[config.mk]
export PLATFORM = sky130hd
export DESIGN_NAME = oaht_ctrl
export DESIGN_NICKNAME = d
export VERILOG_FILES = /design/src/hdl/oaht_pkg.sv /design/src/hdl/oaht_ctrl.sv
export SDC_FILE = /design/constraint.sdc
export NUM_CORES = 1
export LEC_CHECK = 0
export ABC_AREA = 1
export BUFFER_PORTS_ARGS = -buffer_cell sky130_fd_sc_hd__buf_2
export CORE_MARGIN = 1.5
export CORE_UTILIZATION = 58
export CTS_CLUSTER_DIAMETER = 120
export DETAILED_ROUTE_END_ITERATION = 8
export PLACE_DENSITY_LB_ADDON = 0.05
export SLEW_MARGIN = 20
export SYNTH_ARGS = -nofsm -noshare
export SYNTH_HDL_FRONTEND = slang
export SYNTH_SLANG_ARGS = --single-unit
[constraint.sdc]
create_clock -name clk -period 2.2 [get_ports clk]
set_input_delay 0.11 -clock clk [delete_from_list [all_inputs] [get_ports clk]]
set_output_delay 0.11 -clock clk [all_outputs]
set_load 0.005 [all_outputs]
[src/hdl/oaht_pkg.sv]
// ----------------------------------------------------------------------------
// oaht_pkg
// Shared constants, codes and controller/datapath interface types of the
// open addressing hash table.
// ----------------------------------------------------------------------------
package oaht_pkg;

	// table geometry
	localparam int TABLE_SLOTS = 1021;
	localparam int STEP_PRIME  = 1019;

	// field widths
	localparam int KEY_W      = 31;
	localparam int FUNC_W     = 2;
	localparam int STATUS_W   = 3;
	localparam int OUT_SLOT_W = 10;
	localparam int MODE_W     = 2;
	localparam int SLOT_ST_W  = 2;
	localparam int ENTRY_W    = KEY_W + SLOT_ST_W;

	localparam int SLOT_W = $clog2(TABLE_SLOTS);
	localparam int STEP_W = $clog2(STEP_PRIME);

	// reciprocals for key mod table size and key mod step prime
	localparam int RCP_W = KEY_W + 1;
	localparam int RSH_T = KEY_W + SLOT_W;
	localparam int RSH_P = KEY_W + STEP_W;
	localparam logic [RCP_W-1:0] RCP_T = RCP_W'((64'd1 << RSH_T) / 64'(TABLE_SLOTS));
	localparam logic [RCP_W-1:0] RCP_P = RCP_W'((64'd1 << RSH_P) / 64'(STEP_PRIME));

	// operation codes
	localparam logic [FUNC_W-1:0] FN_INSERT = 2'd0;
	localparam logic [FUNC_W-1:0] FN_SEARCH = 2'd1;
	localparam logic [FUNC_W-1:0] FN_DELETE = 2'd2;

	// insert probe modes
	localparam logic [MODE_W-1:0] MODE_LINEAR = 2'd0;
	localparam logic [MODE_W-1:0] MODE_QUAD   = 2'd1;
	localparam logic [MODE_W-1:0] MODE_DOUBLE = 2'd2;

	// slot status codes
	localparam logic [SLOT_ST_W-1:0] SLOT_EMPTY = 2'd0;
	localparam logic [SLOT_ST_W-1:0] SLOT_USED  = 2'd1;
	localparam logic [SLOT_ST_W-1:0] SLOT_TOMB  = 2'd2;

	// result codes
	localparam logic [STATUS_W-1:0] RES_INSERTED = 3'd0;
	localparam logic [STATUS_W-1:0] RES_FULL     = 3'd1;
	localparam logic [STATUS_W-1:0] RES_HIT      = 3'd2;
	localparam logic [STATUS_W-1:0] RES_MISS     = 3'd3;
	localparam logic [STATUS_W-1:0] RES_DELETED  = 3'd4;
	localparam logic [STATUS_W-1:0] RES_DEL_MISS = 3'd5;

	// controller to datapath
	typedef struct packed {
		logic                  load_key;
		logic                  init;
		logic                  ins;
		logic                  advance;
		logic                  rd_next;
		logic                  clr_inc;
		logic                  wr_en;
		logic [SLOT_ST_W-1:0]  wr_stat;
		logic                  load_res;
		logic [STATUS_W-1:0]   res_code;
		logic                  res_hit;
	} oaht_cmd_t;

	// datapath to controller
	typedef struct packed {
		logic used;
		logic empty;
		logic match;
		logic clr_last;
	} oaht_sts_t;

endpackage

[src/hdl/oaht_ctrl.sv]
// ----------------------------------------------------------------------------
// oaht_ctrl
// Controller: clearing pass, request sequencing, probe loop decisions and
// output handshake.
// ----------------------------------------------------------------------------
module oaht_ctrl (
	input  logic                        clk,
	input  logic                        arst_n,
	input  logic                        s_valid,
	output logic                        s_ready,
	input  logic [oaht_pkg::FUNC_W-1:0] func_in,
	output logic                        m_valid,
	input  logic                        m_ready,
	input  oaht_pkg::oaht_sts_t         sts,
	output oaht_pkg::oaht_cmd_t         cmd
);
	import oaht_pkg::*;

	typedef enum logic [2:0] {
		S_CLEAR,
		S_IDLE,
		S_HASH1,
		S_HASH2,
		S_INIT,
		S_READ,
		S_CHECK,
		S_DONE
	} state_t;

	state_t              state_q, state_d;
	logic [FUNC_W-1:0]   func_q;
	logic [SLOT_W-1:0]   cnt_q;
	logic [STATUS_W-1:0] code_q, code_d;
	logic                hit_q, hit_d;
	logic                out_valid_q;
	logic                fin;
	logic                ins, del, last;

	assign ins  = func_q == FN_INSERT;
	assign del  = func_q == FN_DELETE;
	assign last = cnt_q == SLOT_W'(TABLE_SLOTS - 1);

	assign s_ready = state_q == S_IDLE;
	assign m_valid = out_valid_q;

	always_comb begin
		state_d = state_q;
		cmd     = '0;
		cmd.ins = ins;
		cmd.res_code = code_q;
		cmd.res_hit  = hit_q;
		fin    = 1'b0;
		code_d = code_q;
		hit_d  = hit_q;
		case (state_q)
			S_CLEAR: begin
				cmd.wr_en   = 1'b1;
				cmd.wr_stat = SLOT_EMPTY;
				cmd.clr_inc = 1'b1;
				if (sts.clr_last) begin
					state_d = S_IDLE;
				end
			end
			S_IDLE: begin
				cmd.load_key = s_valid;
				if (s_valid) begin
					state_d = S_HASH1;
				end
			end
			S_HASH1: state_d = S_HASH2;
			S_HASH2: state_d = S_INIT;
			S_INIT: begin
				cmd.init = 1'b1;
				state_d  = S_READ;
			end
			S_READ: state_d = S_CHECK;
			S_CHECK: begin
				if (ins) begin
					if (!sts.used) begin
						cmd.wr_en   = 1'b1;
						cmd.wr_stat = SLOT_USED;
						fin    = 1'b1;
						code_d = RES_INSERTED;
						hit_d  = 1'b1;
					end else if (last) begin
						fin    = 1'b1;
						code_d = RES_FULL;
						hit_d  = 1'b0;
					end
				end else begin
					if (sts.used && sts.match) begin
						cmd.wr_en   = del;
						cmd.wr_stat = SLOT_TOMB;
						fin    = 1'b1;
						code_d = del ? RES_DELETED : RES_HIT;
						hit_d  = 1'b1;
					end else if (sts.empty || last) begin
						fin    = 1'b1;
						code_d = del ? RES_DEL_MISS : RES_MISS;
						hit_d  = 1'b0;
					end
				end
				if (fin) begin
					state_d = S_DONE;
				end else begin
					cmd.advance = 1'b1;
					cmd.rd_next = 1'b1;
				end
			end
			S_DONE: begin
				if (!out_valid_q || m_ready) begin
					cmd.load_res = 1'b1;
					state_d      = S_IDLE;
				end
			end
			default: state_d = S_IDLE;
		endcase
	end

	always_ff @(posedge clk or negedge arst_n) begin
		if (!arst_n) begin
			state_q     <= S_CLEAR;
			func_q      <= FN_INSERT;
			cnt_q       <= '0;
			code_q      <= RES_INSERTED;
			hit_q       <= 1'b0;
			out_valid_q <= 1'b0;
		end else begin
			state_q <= state_d;
			code_q  <= code_d;
			hit_q   <= hit_d;
			if (s_valid && s_ready) begin
				func_q <= func_in;
			end
			if (cmd.init) begin
				cnt_q <= '0;
			end else if (cmd.advance) begin
				cnt_q <= SLOT_W'(cnt_q + 1'b1);
			end
			if (cmd.load_res) begin
				out_valid_q <= 1'b1;
			end else if (m_ready) begin
				out_valid_q <= 1'b0;
			end
		end
	end

	a_accept_starts_hash: assert property (@(posedge clk) disable iff (!arst_n)
		(s_valid && s_ready) |=> state_q == S_HASH1)
		else $error("accepted request did not start hashing");
	a_result_from_done: assert property (@(posedge clk) disable iff (!arst_n)
		cmd.load_res |-> state_q == S_DONE)
		else $error("result loaded outside done state");
	a_no_load_over_result: assert property (@(posedge clk) disable iff (!arst_n)
		(out_valid_q && !m_ready) |=> !$past(cmd.load_res))
		else $error("pending result overwritten");
	a_write_states: assert property (@(posedge clk) disable iff (!arst_n)
		cmd.wr_en |-> (state_q == S_CLEAR || state_q == S_CHECK))
		else $error("slot store written outside clear or probe");

endmodule

Yosys cells after proc, flatten, opt, wreduce, memory -nomap -nowiden
Cells that the tools add are included.
- register bits: 20
- bits in latches: 0
- bits in writable memories: 0
- ROM bits: 0
- input bits: 10
- memories kept: 0
- add/sub/neg operators: 1
- multipliers: 0
- div/mod/pow operators: 0
- magnitude comparators: 0
- equality and inequality tests: 14
- shift-type cells: 0
- mux-type cells: 38
- bitwise operators: 0
- reduce and logical (&&, ||, !) cells: 12
- operator list (cell ; count):
    3-bit two-way mux ; 14
    3-bit one-hot mux with 8 select lines ; 1
    10-bit two-way mux ; 2
    1-bit two-way mux ; 18
    3-bit equality test (second input constant) ; 4
    10-bit by 1-bit adder with 10-bit output (second input constant) ; 1
    10-bit equality test (second input constant) ; 1
    2-bit inequality test (second input constant) ; 4
    3-bit by 2-bit equality test with 1-bit output (second input constant) ; 2
    3-bit one-hot mux with 2 select lines ; 1
    2-bit two-way mux ; 2
    4-bit AND reduction ; 1
    2-bit nonzero test ; 2
    3-bit by 1-bit equality test with 1-bit output (second input constant) ; 1
    3-bit zero test ; 1
    3-bit by 2-bit inequality test with 1-bit output (second input constant) ; 1
    3-bit AND reduction ; 1
    3-bit nonzero test ; 1
    2-bit equality test (second input constant) ; 1
    1-bit logical AND ; 2
    2-bit zero test ; 1
    1-bit logical OR ; 2
    1-bit zero test ; 1

Depth between registers and ports, before layout
Gate-level depths: netlist of the first run.
- depth in word-level cells: 10
- gate-level depth with buffers: 9
- depth with buffers taken out: 9

Least setup slack after synthesis of the first run
No wires, ideal clock.
- path kind: reg2out
- start point: register cnt_q[0]
- end point: output port cmd[10] (netlist name)
- data arrival time: 1194 ps
- setup slack: 896 ps
- stages on the path, launching flop included: 9
- buffers on the path: 1
- path through: dfrtp_1 inv_1 ha_1 nand3_1 nor2_1 nand2_2 nand3_2 nor2_4 buf_4
- RTL lines (item ; line ; RTL):
    from (decl) ; oaht_ctrl.sv:32 ; logic [SLOT_W-1:0] cnt_q;
    from (signal assigned) ; oaht_ctrl.sv:138 ; cnt_q <= SLOT_W'(cnt_q + 1'b1);
    to (decl) ; oaht_ctrl.sv:15 ; output oaht_pkg::oaht_cmd_t cmd

==> results of run 1 <==
## metal layers
metal / vias up / global-route usage, %
li1: 601 / -
met3: 2 / 3.636
met2: 29 / 40.89
met5: - / 0
met4: 0 / 7.407
met1: 530 / 31.57
## placed cells by master, fill, tap and decap left out
cell | netlist | routed
a31o_2 | 1 | 1
buf_2 | 1 | 25
clkbuf_4 | 0 | 3
dfrtp_1 | 20 | 20
dlygate4sd3_1 | 0 | 1
ha_1 | 2 | 2
inv_1 | 19 | 19
inv_2 | 2 | 2
nand2_1 | 56 | 56
nand2_2 | 6 | 6
nand3_1 | 19 | 19
nand3_2 | 1 | 1
nand3b_1 | 2 | 2
nand4_1 | 2 | 2
nand4_4 | 1 | 1
nor2_1 | 18 | 18
nor2_2 | 2 | 2
nor2_4 | 2 | 2
nor3_1 | 2 | 2
o211ai_1 | 2 | 2
o21ai_0 | 5 | 5
o21ai_1 | 4 | 4
o21bai_1 | 1 | 1
xnor2_1 | 1 | 1
xor2_1 | 3 | 3
## report_power, final
group / internal, mW / switching, mW
combinational: 0.242 / 0.392
clock: 0.0636 / 0.109
sequential: 0.471 / 0.0987
total: 0.776 / 0.599
## state kept, by name, summed over array words and instances (netlist names)
register,flops
m_valid,1
func_q,2
code_q,3
state_q,3
cnt_q,10
hit_q,1
## final timing paths
path,depth (start not counted),end,slack [ns]
min in group asynchronous,2,cnt_q[1],0.29
setup / recovery,8,cmd[9],0.48
setup reg to reg,9,cnt_q[7],0.71
hold reg to reg,2,code_q[2],0.50
hold / removal,2,m_valid,0.005
max in group asynchronous,2,cnt_q[0],1.59
## cell type report
cell class / instances / area [um2] / area share, %
well taps: 27 / 33.78 / 2.377
repair buffers: 26 / 135.1 / 9.507
flip-flops and latches: 20 / 500.5 / 35.21
clock buffers: 3 / 22.52 / 1.585
multi-input cells: 130 / 650.6 / 45.77
inverters: 21 / 78.83 / 5.546
## cells by family (layout without fill, tap and decap cells)
family	after synthesis	after routing	synth area share [%]
AO/OA/AOI/OAI	13	13	6.016
buffers and inverters	26	50	9.270
AND/OR/NAND/NOR	111	111	40.53
flip-flops	20	20	39.45
adder cells (fa/ha/maj)	2	2	1.972
XOR/XNOR	4	4	2.762
## stage by stage
step | hold WS, ns | utilization (%) | worst slack (ns) | power (mW)
floorplan | -0.1856 | - | 0.8964 | 1.042
global placement | 0.07467 | 69.38 | 0.7916 | 1.188
detailed placement | 0.08598 | 69.38 | 0.7030 | 1.218
CTS | 0.004002 | 71.00 | 0.4628 | 1.389
global route | 0.01270 | 71.00 | 0.3429 | 1.513
finish | 0.004721 | 71.00 | 0.4820 | 1.375
==> out/metrics.cfg, run 1 <==
[outcome]
status=finished, final reports clean

[logic_synthesis]
syn_area_per_cell_um2=7.209
synth_seq_cells=20
syn_nets=188
yosysTopAreaCellShare_pct=39.45
yosysMostFrequentCell=nand2_1
syn_inst=176
yosys-top-cells-area=dfrtp_1 (39%), nand2_1 (17%), nand3_1 (7.5%)
syn-cell-area_um2=1269
synth_top_area_cell=dfrtp_1
ys.flop_type=dfrtp_1
synth-seq-area-share_pct=39.45
yosys-top-cells-count=nand2_1 (56), dfrtp_1 (20), inv_1 (19), nand3_1 (19), nor2_1 (18)
synth_edf_count=0
synthArstFlopShare_pct=100.0
synth_cell_types=25
ys_warn_count=0

[die]
ioPinCount=26
start_util_pct=63.38
dieArea_um2=2477
rows=16
core_um2=2002
die_h_um=49.77
dieWidth_um=49.77

[sta]
max_freq_mhz=582.1
report.final.setup_viol=0
finalCritPeriodShare_pct=78.09
worstMarginPinSlew_ns=0.4569
relSlewSlack_pct=69.54
period_needed_ns=1.718
finalHoldViolations=0
skew_ns=0.008002
rsz0062_at_grt=false
slew_violations=0
fin_tns_setup_ns=0

[clock_network]
cts.sinks=20
ctsRootBufferMaster=clkbuf_4
ctsHoldBuffers=1
cts.path.max_buffers=2
cts_setup_buffers=0
cts_resized=0
cts_tree=built
insertion_delay_ns=0.29
htreeDepth=1
numCtsBuffers=3
clk_pin_slew_ns=0.12

[critical_path]
crit_family=simple AND/OR/NAND/NOR gates
crit_path_end_kind=output pin
slowest_stage=dfrtp_1
cp-startpoint=cnt_q[0]
crit_fanout=6
cp_cell_sequence=inv_1, ha_1, nand3_1, nor2_1, nand2_2, nand3_2, nor2_4, buf_2
worst-setup-path-type=reg -> out
path_buf_inv=2
cp-start-kind=register
crit_required_ns=2.09
arrival_ns=1.61
slowest_delay_ns=0.44
r2r-start=cnt_q[0]

[route]
post-route-drc-count=0
top_layer=met4
dr_total_vias=1162
vias_per_cell=5.119
drt_pass1_iterations=5
ant_nets=0
drtIter0Drc=34
wl_met1_mm=1.210
wl_met3_um=118
met2WireLength_mm=1.254
drt-total-wl_mm=2.607
wl_per_cell_um=11.48

[placed_design]
dp.cells=223
gp_congestion=0.8586
placed_area_um2=1389
io_buffers=25
place_hpwl_mm=2.051

[min_path]
hp-start=m_ready
hp-class=in -> reg

[global_routing]
grtUsageTotal_pct=24.10
overflow=0
grt_max_degree=21
first_global_vias=1104
grt_pass1_wl_mm=4.671
grt_antenna_before_repair=0

[power]
leakage_nw=0.7905
peakVddDrop_v=0.0008302
powerDensity_nw_per_um2=967.6

[layout]
diodes=0
fillers=172
final_nets=214
syn_to_final_growth_pct=12.03
drive_above_1_share_pct=21.50
final_cells=227
final_area_um2=1421

[flow_run]
drv_cap=0

Note: power is estimated with default switching activity, not from simulation.
==> run 2, diff against run 1 <==
--- a/config.mk
+++ b/config.mk
@@ -8,7 +8,7 @@
 export ABC_AREA = 1
 export BUFFER_PORTS_ARGS = -buffer_cell sky130_fd_sc_hd__buf_2
 export CORE_MARGIN = 1.5
-export CORE_UTILIZATION = 58
+export CORE_UTILIZATION = 54
 export CTS_CLUSTER_DIAMETER = 120
 export DETAILED_ROUTE_END_ITERATION = 8
 export PLACE_DENSITY_LB_ADDON = 0.05
==> constraint.sdc (replaced) <==
create_clock -name clk -period 1.6 [get_ports clk]
set_input_delay 0.08 -clock clk [delete_from_list [all_inputs] [get_ports clk]]
set_output_delay 0.08 -clock clk [all_outputs]
set_load 0.005 [all_outputs]
==> out/metrics.cfg, run 2 (synthesis results as in run 1) <==
[layout]
finish.utilization_pct=70.36  ; was 71.00%
final_nets=224  ; was 214
final_cell_mix=nand2_1 (53), buf_2 (25), inv_1 (18), nand3_1 (18), dfrtp_1 (18)  ; was nand2_1 (56), buf_2 (25), dfrtp_1 (20), inv_1 (19), nand3_1 (19)
final_common_cell=nand2_1  ; unchanged
drive_above_1_share_pct=29.38  ; was 21.50%
syn_to_final_growth_pct=22.68  ; was 12.03%
largest-register=cnt_q  ; unchanged
top_regs=cnt_q x10, code_q x3, state_q x3  ; unchanged
largest_reg_flops=10  ; unchanged
diodes=0  ; unchanged
fillers=181  ; was 172
final_area_um2=1556  ; was 1421 um2

[sta]
worstMarginPinSlew_ns=0.4657  ; was 0.4569 ns
skew_ns=0.006092  ; was 0.008002 ns
relSlewSlack_pct=68.95  ; was 69.54%
finalCritPeriodShare_pct=98.79
whs_ns=0.1337  ; was 0.004721 ns
report.final.setup_viol=0  ; unchanged
rsz0062_at_grt=true  ; was false
period_needed_ns=1.581
finalHoldViolations=0  ; unchanged
slew_violations=0  ; unchanged
max_freq_mhz=632.6

[critical_path]
r2r-start=cnt_q[0]  ; unchanged
reg2regPathDepth=10  ; was 9
r2r-end=cnt_q[8]  ; was cnt_q[7]
worst-setup-path-type=reg -> out  ; unchanged
arrival_ns=1.50  ; was 1.61 ns
cp-start-kind=register  ; unchanged
crit_required_ns=1.52  ; was 2.09 ns
cp-endpoint=cmd[9]  ; unchanged
crit_path_end_kind=output pin  ; unchanged
crit_fanout=3  ; was 6
cp-startpoint=cnt_q[1]  ; was cnt_q[0]
r2r_setup_slack_ns=0.11  ; was 0.71 ns

[global_routing]
overflow=0  ; unchanged
grt_pass1_wl_mm=4.581  ; was 4.671 mm
grt_max_degree=21  ; unchanged
grtUsageTotal_pct=23.48  ; was 24.10%
grt_antenna_before_repair=0  ; unchanged
first_global_vias=1037  ; was 1104

[die]
core_um2=2212  ; was 2002 um2
dieWidth_um=51.47  ; was 49.77 um
start_util_pct=57.35  ; was 63.38%
rows=17  ; was 16
die_h_um=51.47  ; was 49.77 um
dieArea_um2=2649  ; was 2477 um2
ioPinCount=26  ; unchanged

[clock_network]
clk_pin_slew_ns=0.12  ; about the same
cts.sinks=20  ; unchanged
cts_tree=built  ; unchanged
cts.path.max_buffers=2  ; unchanged
htreeDepth=1  ; unchanged
ctsRootBufferMaster=clkbuf_4  ; unchanged
numCtsBuffers=3  ; unchanged
insertion_delay_ns=0.31  ; was 0.29 ns

[placed_design]
gp_congestion=0.8520  ; was 0.8586
placed_area_um2=1398  ; was 1389 um2
place_hpwl_mm=2.120  ; was 2.051 mm
io_buffers=25  ; unchanged

[power]
leakage_nw=0.8455  ; was 0.7905 nW
powerDensity_nw_per_um2=1387  ; was 967.6 nW/um2
power_mw=2.159  ; was 1.375 mW
peakVddDrop_v=0.001087  ; was 0.0008302 V

[flow_run]
drv_cap=0  ; unchanged

[outcome]
status=finished, final reports clean  ; unchanged

[route]
drtIter0Drc=33  ; was 34
dr_total_vias=1214  ; was 1162
drt-total-wl_mm=3.013  ; was 2.607 mm
drt_pass1_iterations=4  ; was 5
ant_nets=0  ; unchanged
vias_per_cell=5.079  ; was 5.119
post-route-drc-count=0  ; unchanged
wl_per_cell_um=12.61  ; was 11.48 um

[min_path]
hp-class=in -> reg  ; unchanged

## run 2: layout make-up
cell class	count	area (um2)	share of cell area [%]
Timing Repair Buffer	36	217.7	13.99
Tap cell	28	35.03	2.251
Clock buffer	4	36.28	2.331
Sequential cell	20	503.0	32.32
Multi-Input combinational cell	130	685.7	44.05
Inverter	21	78.83	5.064
## run 2: worst min-delay path by stage
stage | from | end | slack (ns) | cells past startpoint
5_1_grt | s_valid | state_q[2] | 0.18 | 5
2_1_floorplan | arst_n | cnt_q[0] | -0.22 | 0
4_1_cts | s_valid | func_q[1] | 0.13 | 4
3_3_place_gp | arst_n | code_q[1] | 0.05 | 1
3_5_place_dp | arst_n | code_q[1] | 0.06 | 1
6_report | s_valid | func_q[1] | 0.13 | 4
## run 2: report_power, final
group / switching [mW] / total (mW) / internal, mW
combinational: 0.630 / 1.06 / 0.431
sequential: 0.140 / 0.792 / 0.652
clock: 0.168 / 0.307 / 0.139
total: 0.937 / 2.16 / 1.22
## run 2: routing by layer
| layer | share of wire (%) | vias to the layer above | wire (um) | track usage (%) |
|---|---|---|---|---|
| li1 | - | 626 | - | - |
| met1 | 46 | 550 | 1376 | 29.96 |
| met2 | 48 | 31 | 1454 | 40.17 |
| met3 | 3.9 | 7 | 117 | 2.632 |
| met4 | 2.2 | 0 | 65 | 9.649 |
| met5 | 0 | - | 0 | 0 |
## run 2: through the flow
step	setup slack, ns	TNS (ns)	instances
final	0.01932	0	239
after global routing	-0.05500	-0.1651	239
after CTS	0.03432	0	236
after detailed placement	0.1302	0	225
after global placement	0.1870	0	225
after floorplan	0.2982	0	176
## run 2: critical path: stages, from the launching register on
cell and delay (ns):
dfrtp_1 0.42, inv_1 0.07, ha_2 0.17, nand3_2 0.06, nor2_2 0.12, nand2_2 0.09
nand3_4 0.09, nor2_4 0.04, buf_2 0.12
## run 2: what timing repair did
item	4_1_cts	5_1_grt
buffers inserted	3	3
setup endpoints to repair	2	6
pin swaps	1	5
endpoints found under the hold margin	23	0
hold buffers	4	0
gates resized for setup	0	13
==> run 3, diff against run 2 <==
--- a/config.mk
+++ b/config.mk
@@ -7,12 +7,13 @@
 export LEC_CHECK = 0
 export ABC_AREA = 1
 export BUFFER_PORTS_ARGS = -buffer_cell sky130_fd_sc_hd__buf_2
+export CORE_ASPECT_RATIO = 0.5
 export CORE_MARGIN = 1.5
-export CORE_UTILIZATION = 54
+export CORE_UTILIZATION = 48
 export CTS_CLUSTER_DIAMETER = 120
 export DETAILED_ROUTE_END_ITERATION = 8
 export PLACE_DENSITY_LB_ADDON = 0.05
-export SLEW_MARGIN = 20
+export SLEW_MARGIN = 15
 export SYNTH_ARGS = -nofsm -noshare
 export SYNTH_HDL_FRONTEND = slang
 export SYNTH_SLANG_ARGS = --single-unit
==> constraint.sdc (replaced) <==
create_clock -name clk -period 1.3 [get_ports clk]
set_input_delay 0.065 -clock clk [delete_from_list [all_inputs] [get_ports clk]]
set_output_delay 0.065 -clock clk [all_outputs]
set_load 0.005 [all_outputs]
==> out/metrics.cfg, run 3 (synthesis results as in run 1) <==
[outcome]
status=finished with violations  ; was finished, final reports clean
violations=negative setup slack

[critical_path]
path_buf_inv=4  ; was 2
cp-startpoint=func_q[1]  ; was cnt_q[1]
arrival_ns=1.42  ; was 1.50 ns
r2r-start=cnt_q[0]  ; unchanged
slowest_delay_ns=0.41  ; was 0.42 ns
crit_fanout=3  ; unchanged
cp-start-kind=register  ; unchanged
worst-setup-path-type=reg -> out  ; unchanged
cp_cell_sequence=inv_2, nand2_4, nand2_1, nand2_2, buf_6, inv_2, a31o_2, buf_2  ; was inv_1, ha_2, nand3_2, nor2_2, nand2_2, nand3_4, nor2_4, buf_2
crit_required_ns=1.24  ; was 1.52 ns
crit_path_end_kind=output pin  ; unchanged
slowest_stage=dfrtp_1  ; unchanged
crit_family=flip-flops  ; unchanged
crit_top_cell=inv_2

[route]
drt_pass1_iterations=4  ; unchanged
ant_nets=0  ; unchanged
drtIter0Drc=102  ; was 33
dr_total_vias=1393  ; was 1214
drt-total-wl_mm=3.521  ; was 3.013 mm
wl_per_cell_um=12.71  ; was 12.61 um
vias_per_cell=5.029  ; was 5.079
post-route-drc-count=0  ; unchanged

[sta]
fin_tns_setup_ns=-1.796  ; was 0 ns
relSlewSlack_pct=68.98  ; was 68.95%
worstMarginPinSlew_ns=0.4653  ; was 0.4657 ns
period_needed_ns=1.487
finalCritPeriodShare_pct=114.4
skew_ns=0.005734  ; was 0.006092 ns
report.final.setup_viol=23  ; was 0
rsz0062_at_grt=true  ; unchanged
slew_violations=0  ; unchanged
whs_ns=0.009039  ; was 0.1337 ns
fin_ws_ns=-0.1869  ; was 0.01932 ns
max_freq_mhz=672.6
finalHoldViolations=0  ; unchanged

[power]
intPower_mw=2.020  ; was 1.222 mW
clkPwrFrac_pct=14.5  ; was 14.2%
comb_power_share_pct=57.2  ; was 49.1%
leakage_nw=1.020  ; was 0.8455 nW
power_switching_mw=1.414  ; was 0.9369 mW
powerDensity_nw_per_um2=1776  ; was 1387 nW/um2
p_seq_share_pct=28.2  ; was 36.7%
power_mw=3.434  ; was 2.159 mW
peakVddDrop_v=0.001447  ; was 0.001087 V
sw_frac_of_total_pct=41.19  ; was 43.39%

[min_path]
hp-class=in -> reg  ; unchanged
hp-start=func_in[0]  ; was s_valid

[layout]
diodes=0  ; unchanged
syn_to_final_growth_pct=52.37  ; was 22.68%
largest_reg_flops=10  ; unchanged
final_cell_mix=nand2_1 (47), buf_4 (33), buf_2 (25), dfrtp_1 (18), nand3_1 (15)  ; was nand2_1 (53), buf_2 (25), inv_1 (18), nand3_1 (18), dfrtp_1 (18)
largest-register=cnt_q  ; unchanged
drive_above_1_share_pct=47.52  ; was 29.38%
final_nets=255  ; was 224
final_common_cell=nand2_1  ; unchanged
top_regs=cnt_q x10, code_q x3, state_q x3  ; unchanged
final_cells=277  ; was 239

[global_routing]
grtUsageTotal_pct=27.42  ; was 23.48%
overflow=0  ; unchanged
grt_antenna_before_repair=0  ; unchanged
grt_max_degree=21  ; unchanged
grt_pass1_wl_mm=5.816  ; was 4.581 mm
first_global_vias=1328  ; was 1037

[placed_design]
place_hpwl_mm=2.213  ; was 2.120 mm
dp.cells=254  ; was 225
gp_congestion=0.8050  ; was 0.8520
io_buffers=25  ; unchanged

[clock_network]
clk_pin_slew_ns=0.08  ; was 0.12 ns
numCtsBuffers=3  ; unchanged
htreeDepth=1  ; unchanged
insertion_delay_ns=0.26  ; was 0.31 ns
cts.sinks=20  ; unchanged
ctsRootBufferMaster=clkbuf_8  ; was clkbuf_4
cts_tree=built  ; unchanged
cts.path.max_buffers=2  ; unchanged

[die]
die_h_um=39.36  ; was 51.47 um
dieWidth_um=75.71  ; was 51.47 um
dieArea_um2=2979  ; was 2649 um2
rows=12  ; was 17
start_util_pct=53.82  ; was 57.35%
ioPinCount=26  ; unchanged
core_um2=2357  ; was 2212 um2

[flow_run]
drv_cap=0  ; unchanged

[run 3: changes by cell type in the layout (fill, tap and decap cells not counted), moves of 4 or more]
cell,delta
nand2_1,-6
buf_6,+6
nand2_2,+4
inv_2,+5
inv_1,-7
buf_4,+26
[run 3: routing by layer]
| layer | global-route usage [%] | routed length (um) | vias up |
|---|---|---|---|
| met3 | 6.941 | 207 | 4 |
| met5 | 0 | 0 | - |
| li1 | - | - | 693 |
| met4 | 7.143 | 31 | 0 |
| met2 | 48.03 | 1627 | 43 |
| met1 | 34.28 | 1655 | 653 |
[run 3: worst paths after layout]
path	to	slack, ns	depth (start not counted)
min in group asynchronous	cnt_q[5]	0.28	2
worst max register to register	cnt_q[3]	-0.13	9
worst max-delay path	cmd[7]	-0.19	8
max in group asynchronous	state_q[1]	0.66	2
worst min register to register	code_q[0]	0.49	2
worst min-delay path	func_q[0]	0.009	3
[run 3: stage by stage]
step                      util, %  worst slack [ns]  cell area (um2)
after detailed placement    66.67           -0.1172             1572
after global routing        82.01           -0.2790             1933
after floorplan                 -         -0.001808             1269
final                       82.01           -0.1869             1933
after global placement      66.67          -0.04840             1572
after CTS                   78.29           -0.1565             1846
[run 3: repair_timing]
item	CTS	global route
gates resized for setup	29	19
setup buffers	13	3
pin swaps	11	8
cloned	1	0
setup endpoints to repair	24	27
hold buffers	2	0
endpoints found under the hold margin	21	0
[run 3: final cells by class]
type,instances,area [um2]
Clock buffer,4,55.05
Fill cell,157,424.2
Inverter,21,83.83
Multi-Input combinational cell,131,787.0
Sequential cell,20,503.0
Tap cell,35,43.79
Timing Repair Buffer,66,460.4
[run 3: worst reg2reg max path, stage by stage, from the launching register on]
cell	delay [ns]
dfrtp_1	0.39
inv_2	0.08
ha_4	0.13
nand3_2	0.06
nor2_2	0.10
nand2_2	0.11
nand4_4	0.17
nand2_4	0.10
nand2_1	0.09
nand2_1	0.08
[run 3: power by group through the flow]
| stage | Clock, mW | Combinational (mW) | Sequential (mW) |
|---|---|---|---|
| after global routing | 0.519 | 2.16 | 0.987 |
| final | 0.499 | 1.97 | 0.969 |
| after detailed placement | 0 | 1.33 | 0.943 |
| after CTS | 0.492 | 1.74 | 0.940 |
| after floorplan | 0 | 0.806 | 0.958 |
| after global placement | 0 | 1.31 | 0.943 |
